**src/hw/rtl/sbl_pkg.sv**
```systemverilog
// ----------------------------------------------------------------------------
// sbl_pkg
// Shared types and constants of the Sobel edge magnitude block.
// ----------------------------------------------------------------------------
package sbl_pkg;

    localparam int MAX_WIDTH_DEF  = 1024;
    localparam int MAX_HEIGHT_DEF = 1024;
    localparam int WIDTH_RESET    = 640;
    localparam int HEIGHT_RESET   = 480;
    localparam int CFG_DATA_W     = 11;
    localparam int CFG_IDX_W      = 1;
    localparam int PIX_W          = 24;
    localparam int CAP_LIMIT      = 65025;
    localparam int MAG_MAX        = 255;

    typedef enum logic [CFG_IDX_W-1:0] {
        REG_IMAGE_WIDTH  = 1'b0,
        REG_IMAGE_HEIGHT = 1'b1
    } cfg_reg_t;

    typedef logic [8:0][7:0] nbhd_t;

    typedef struct packed {
        logic       done;
        logic [7:0] mag;
    } lane_status_t;

endpackage

```
**src/hw/rtl/sbl_lane.sv**
```systemverilog
// ----------------------------------------------------------------------------
// sbl_lane
// One color channel: Sobel gradients, sum of squares, and a rounded, capped
// square root found one result bit per cycle.
// ----------------------------------------------------------------------------
module sbl_lane
    import sbl_pkg::*;
(
    input  logic         aclk,
    input  logic         aresetn,
    input  logic         start,
    input  nbhd_t        nbhd,
    output lane_status_t status
);

    typedef enum logic [2:0] {
        L_IDLE,
        L_SQUARE,
        L_ROOT,
        L_ROUND,
        L_DONE
    } lane_state_t;

    lane_state_t        state_reg;
    logic signed [10:0] gx_reg;
    logic signed [10:0] gy_reg;
    logic [20:0]        sum_reg;
    logic [2:0]         step_reg;
    logic [8:0]         rem_reg;
    logic [7:0]         root_reg;
    logic [7:0]         mag_reg;

    logic signed [10:0] gx_next;
    logic signed [10:0] gy_next;
    logic signed [21:0] sq_next;
    logic [1:0]         pair;
    logic [10:0]        rem_shift;
    logic [10:0]        trial;
    logic [10:0]        diff;
    logic               fits;

    always_comb begin
        gx_next = 11'(signed'({3'b0, nbhd[2]})) + 11'(signed'({2'b0, nbhd[5], 1'b0}))
                + 11'(signed'({3'b0, nbhd[8]})) - 11'(signed'({3'b0, nbhd[0]}))
                - 11'(signed'({2'b0, nbhd[3], 1'b0})) - 11'(signed'({3'b0, nbhd[6]}));
        gy_next = 11'(signed'({3'b0, nbhd[6]})) + 11'(signed'({2'b0, nbhd[7], 1'b0}))
                + 11'(signed'({3'b0, nbhd[8]})) - 11'(signed'({3'b0, nbhd[0]}))
                - 11'(signed'({2'b0, nbhd[1], 1'b0})) - 11'(signed'({3'b0, nbhd[2]}));
        sq_next   = gx_reg * gx_reg + gy_reg * gy_reg;
        pair      = sum_reg[{step_reg, 1'b1} -: 2];
        rem_shift = {rem_reg, pair};
        trial     = {1'b0, root_reg, 2'b01};
        fits      = rem_shift >= trial;
        diff      = rem_shift - trial;
    end

    always_ff @(posedge aclk) begin
        if (!aresetn) begin
            state_reg <= L_IDLE;
        end else begin
            unique case (state_reg)
                L_IDLE, L_DONE: begin
                    if (start) begin
                        gx_reg    <= gx_next;
                        gy_reg    <= gy_next;
                        state_reg <= L_SQUARE;
                    end
                end
                L_SQUARE: begin
                    sum_reg   <= sq_next[20:0];
                    step_reg  <= 3'd7;
                    rem_reg   <= '0;
                    root_reg  <= '0;
                    state_reg <= L_ROOT;
                end
                L_ROOT: begin
                    rem_reg   <= fits ? diff[8:0] : rem_shift[8:0];
                    root_reg  <= {root_reg[6:0], fits};
                    step_reg  <= step_reg - 3'd1;
                    if (step_reg == 3'd0) begin
                        state_reg <= L_ROUND;
                    end
                end
                L_ROUND: begin
                    if (32'(sum_reg) >= CAP_LIMIT) begin
                        mag_reg <= 8'(MAG_MAX);
                    end else begin
                        mag_reg <= root_reg + 8'(rem_reg > {1'b0, root_reg});
                    end
                    state_reg <= L_DONE;
                end
                default: state_reg <= L_IDLE;
            endcase
        end
    end

    assign status.done = (state_reg == L_DONE);
    assign status.mag  = mag_reg;

endmodule

```
**config.mk**
```make
export PLATFORM = sky130hd
export DESIGN_NAME = sbl_lane
export DESIGN_NICKNAME = d
export VERILOG_FILES = /design/src/hw/rtl/sbl_pkg.sv /design/src/hw/rtl/sbl_lane.sv
export SDC_FILE = /design/constraint.sdc
export NUM_CORES = 1
export LEC_CHECK = 0
export ABC_AREA = 1
export BUFFER_PORTS_ARGS = -buffer_cell sky130_fd_sc_hd__buf_2
export CAP_MARGIN = 5
export CORE_MARGIN = 2
export CORE_UTILIZATION = 59
export CTS_CLUSTER_DIAMETER = 80
export DETAILED_ROUTE_END_ITERATION = 10
export PLACE_DENSITY = 0.84
export SYNTH_ARGS = -nofsm -noshare
export SYNTH_HDL_FRONTEND = slang
export SYNTH_SLANG_ARGS = --single-unit
export TNS_END_PERCENT = 5
```
**constraint.sdc**
```tcl
create_clock -name aclk -period 6.9 [get_ports aclk]
set_input_delay 0.345 -clock aclk [delete_from_list [all_inputs] [get_ports aclk]]
set_output_delay 0.345 -clock aclk [all_outputs]
set_load 0.005 [all_outputs]
```
==> reports/results.ini <==
[critical_path]
r2r-end=sum_reg[16]
r2r_cells=22
endpoint_kind=register
start_kind=register
r2r_start=gx_reg[8]
slowest_delay_ps=780
cp_max_fo=12
crit_path_top_delay_cell=edfxtp_1
r2r_slack_ps=370
critPathArrivalTime_ps=6630
worstPathRequired_ps=6990
path_common_cell=fa_1
crit_chain=nand2_1 > fa_1 > inv_1 > fa_1 > inv_1 > fa_1 > fa_1 > inv_1 > fa_1 > fa_1 > inv_1 > fa_1 > inv_1 > ha_1 > a21oi_1 > nand3_1 > nand2_1 > nand2_1 > a21oi_1 > o21ai_0 > nand2_1 > nand2_1
worstSetupPathType=reg -> reg

[timing]
hold_violations=0
timing.slew.headroom_pct=24.8
setup_tns_ps=0
setup_viol=0
skew_ps=11.3
setup_slack_ps=367
period_needed_ps=6530
finalCritPeriodShare_pct=94.7
worstMarginPinSlew_ps=1130
maxSlewViolCount=0
rsz0062_at_grt=no
fmax_mhz=153
hold_ws_ps=366

[route]
drcViolationCount=0
ant_nets=0
viasPerCell=5.07
wirelength_um=27600
drt_iter0_markers=659
dr.pass1.iters=5
vias=9837
wl_per_cell_um=14.2

[worst_hold_path]
hp-class=in -> reg
hp-start=aresetn
whs_endpoint=state_reg[1]
hold_path_depth=3

[place]
place_area_sq_um=14800
place_hpwl_um=23300
io_buffers=75
place.gp.congestion=0.860
pre_cts_slack_ps=285

[clock_network]
cts_tree=done
clkLatencyLatePin_ps=350
clock-sinks=74
cts_inserted_buffers=9
cts_root_buf=clkbuf_16
ctsHtreeMaxLevel=3
clockBufferDepth=2
clk_pin_slew_ps=60

[floorplanning]
chipHeight_um=158
dieArea_sq_um=25100
floorplan.core_area_sq_um=23400
start_util_pct=60.0
dieWidth_um=158
ioPinCount=84
core.rowCount=56

[yosys]
ys_seq_area_share_pct=15.6
synthArstFlopShare_pct=0
synth_nets=2022
synth-seq-cells=74
synthCells=1542
synth_edf_count=71
synth_cell_types=45
synth_area_sq_um=14000
syn_area_per_cell_sq_um=9.11
synth_warnings=0
ys.flop_type=edfxtp_1

[cells_and_area]
fill_cells=1830
postLayoutCellArea_sq_um=15100
multi_input_area_sq_um=9810
largest_reg_flops=21
nets=2098
layout.area.seq_sq_um=2190
drive_gt1_share_pct=8.32
area_growth_pct=7.77
antenna_cells=0

[run_status]
outcome=finished, final reports clean

[grt]
antenna_found_initial=0
grtUsageTotal_pct=24.7
grt_max_degree=23
grt-ovfl-total=0
grt_pass1_vias=11100
grt_pass1_wl_um=48800

[job]
maxCapViolations=0

## cells by family after synthesis
| family | Yosys count | synth area share [%] |
|---|---|---|
| AOI/OAI and AO/OA | 84 | 3.40 |
| adders and majority gates | 405 | 51.3 |
| buffers and inverters | 539 | 14.6 |
| DFF | 74 | 15.6 |
| and+or+nand+nor | 379 | 11.3 |
| xor gates and xnor gates | 61 | 3.80 |
## per-stage QoR
| stage | std cells | utilization [%] |
|---|---|---|
| after detailed placement | 1922 | 63.2 |
| after CTS | 1938 | 64.6 |
| final | 1942 | 64.7 |
| after floorplan | 1542 | - |
| after global placement | 1922 | 63.2 |
| after global routing | 1942 | 64.7 |
## worst max path at each step
stage	cells after the start	start	slack, ps	end
2_1_floorplan	21	gy_reg[10]	890	sum_reg[20]
3_3_place_gp	20	gy_reg[10]	430	sum_reg[20]
3_5_place_dp	22	gx_reg[10]	290	sum_reg[20]
4_1_cts	22	gx_reg[10]	260	sum_reg[20]
5_1_grt	22	gx_reg[3]	20	sum_reg[16]
6_report	22	gx_reg[8]	370	sum_reg[16]
## critical path, delay by kind of cell (launching register included)
kind / cells / cell delay [ps]
buffers and inverters: 5 / 280
adders and majority gates: 8 / 3890
AOI/OAI and AO/OA: 3 / 640
and+or+nand+nor: 6 / 680
DFF: 1 / 780
## repair_timing
action / in CTS / in global routing
gates resized for setup: 0 / 0
hold buffers: 0 / 0
endpoints found under the setup margin: 0 / 3
endpoints found under the hold margin: 0 / 0
buffers inserted: 0 / 4
## cell usage after synthesis, drive strengths merged (2+ instances only)
cell	n	area, sq um
inv	511	1930
fa	285	5710
nand2	253	990
ha	120	1500
edfxtp	71	2130
nor2	66	255
xor2	42	368
a21oi	41	205
nand3	36	190
clkbuf	23	86.3
o21ai	23	119
xnor2	19	166
or2	7	43.8
nor3	6	35.0
a211oi	4	35.0
a21o	4	30.0
a31oi	4	25.0
nand4	4	25.0
buf	3	31.3
dfxtp	3	60.1
nor4	3	18.8
clkinv	2	7.51
o21bai	2	15.0
o311ai	2	17.5
## area by class of cell
class | count | share of cell area [%]
clock buffer | 9 | 1.49
clock inverter | 7 | 0.545
sequential | 74 | 14.5
inverter | 513 | 12.8
timing repair buffer | 91 | 3.27
multi-input combinational | 929 | 64.8
tap | 319 | 2.64
## layout by cell type (no fill, tap or decap), types with 4 or more instances in the layout
master     netlist  final
a21o_1           4      4
a21oi_1         41     40
a31oi_1          4      4
buf_2            1     75
buf_4            0     16
clkbuf_16        0      9
edfxtp_1        71     71
fa_1           285    285
ha_1           120    120
inv_1          509    509
nand2_1        243    243
nand2_2          7      7
nand3_1         34     34
nand4_1          4      4
nor2_1          63     62
nor2_2           3      4
nor3_1           5      5
o21ai_0         17     17
o21ai_1          5      5
or2_2            6      6
xnor2_1         19     19
xor2_1          42     42
## routing by layer
layer / global-route usage, % / vias to the layer above / routed length, um
met4: 9.31 / 0 / 893
met3: 2.97 / 72 / 1270
met5: 0 / - / 0
li1: - / 4618 / -
met2: 45.3 / 280 / 14800
met1: 30.0 / 4867 / 10700
Power is left out: the tool's default activity adds up to more than one toggle a clock period on the data nets, which glitch-free logic cannot reach.
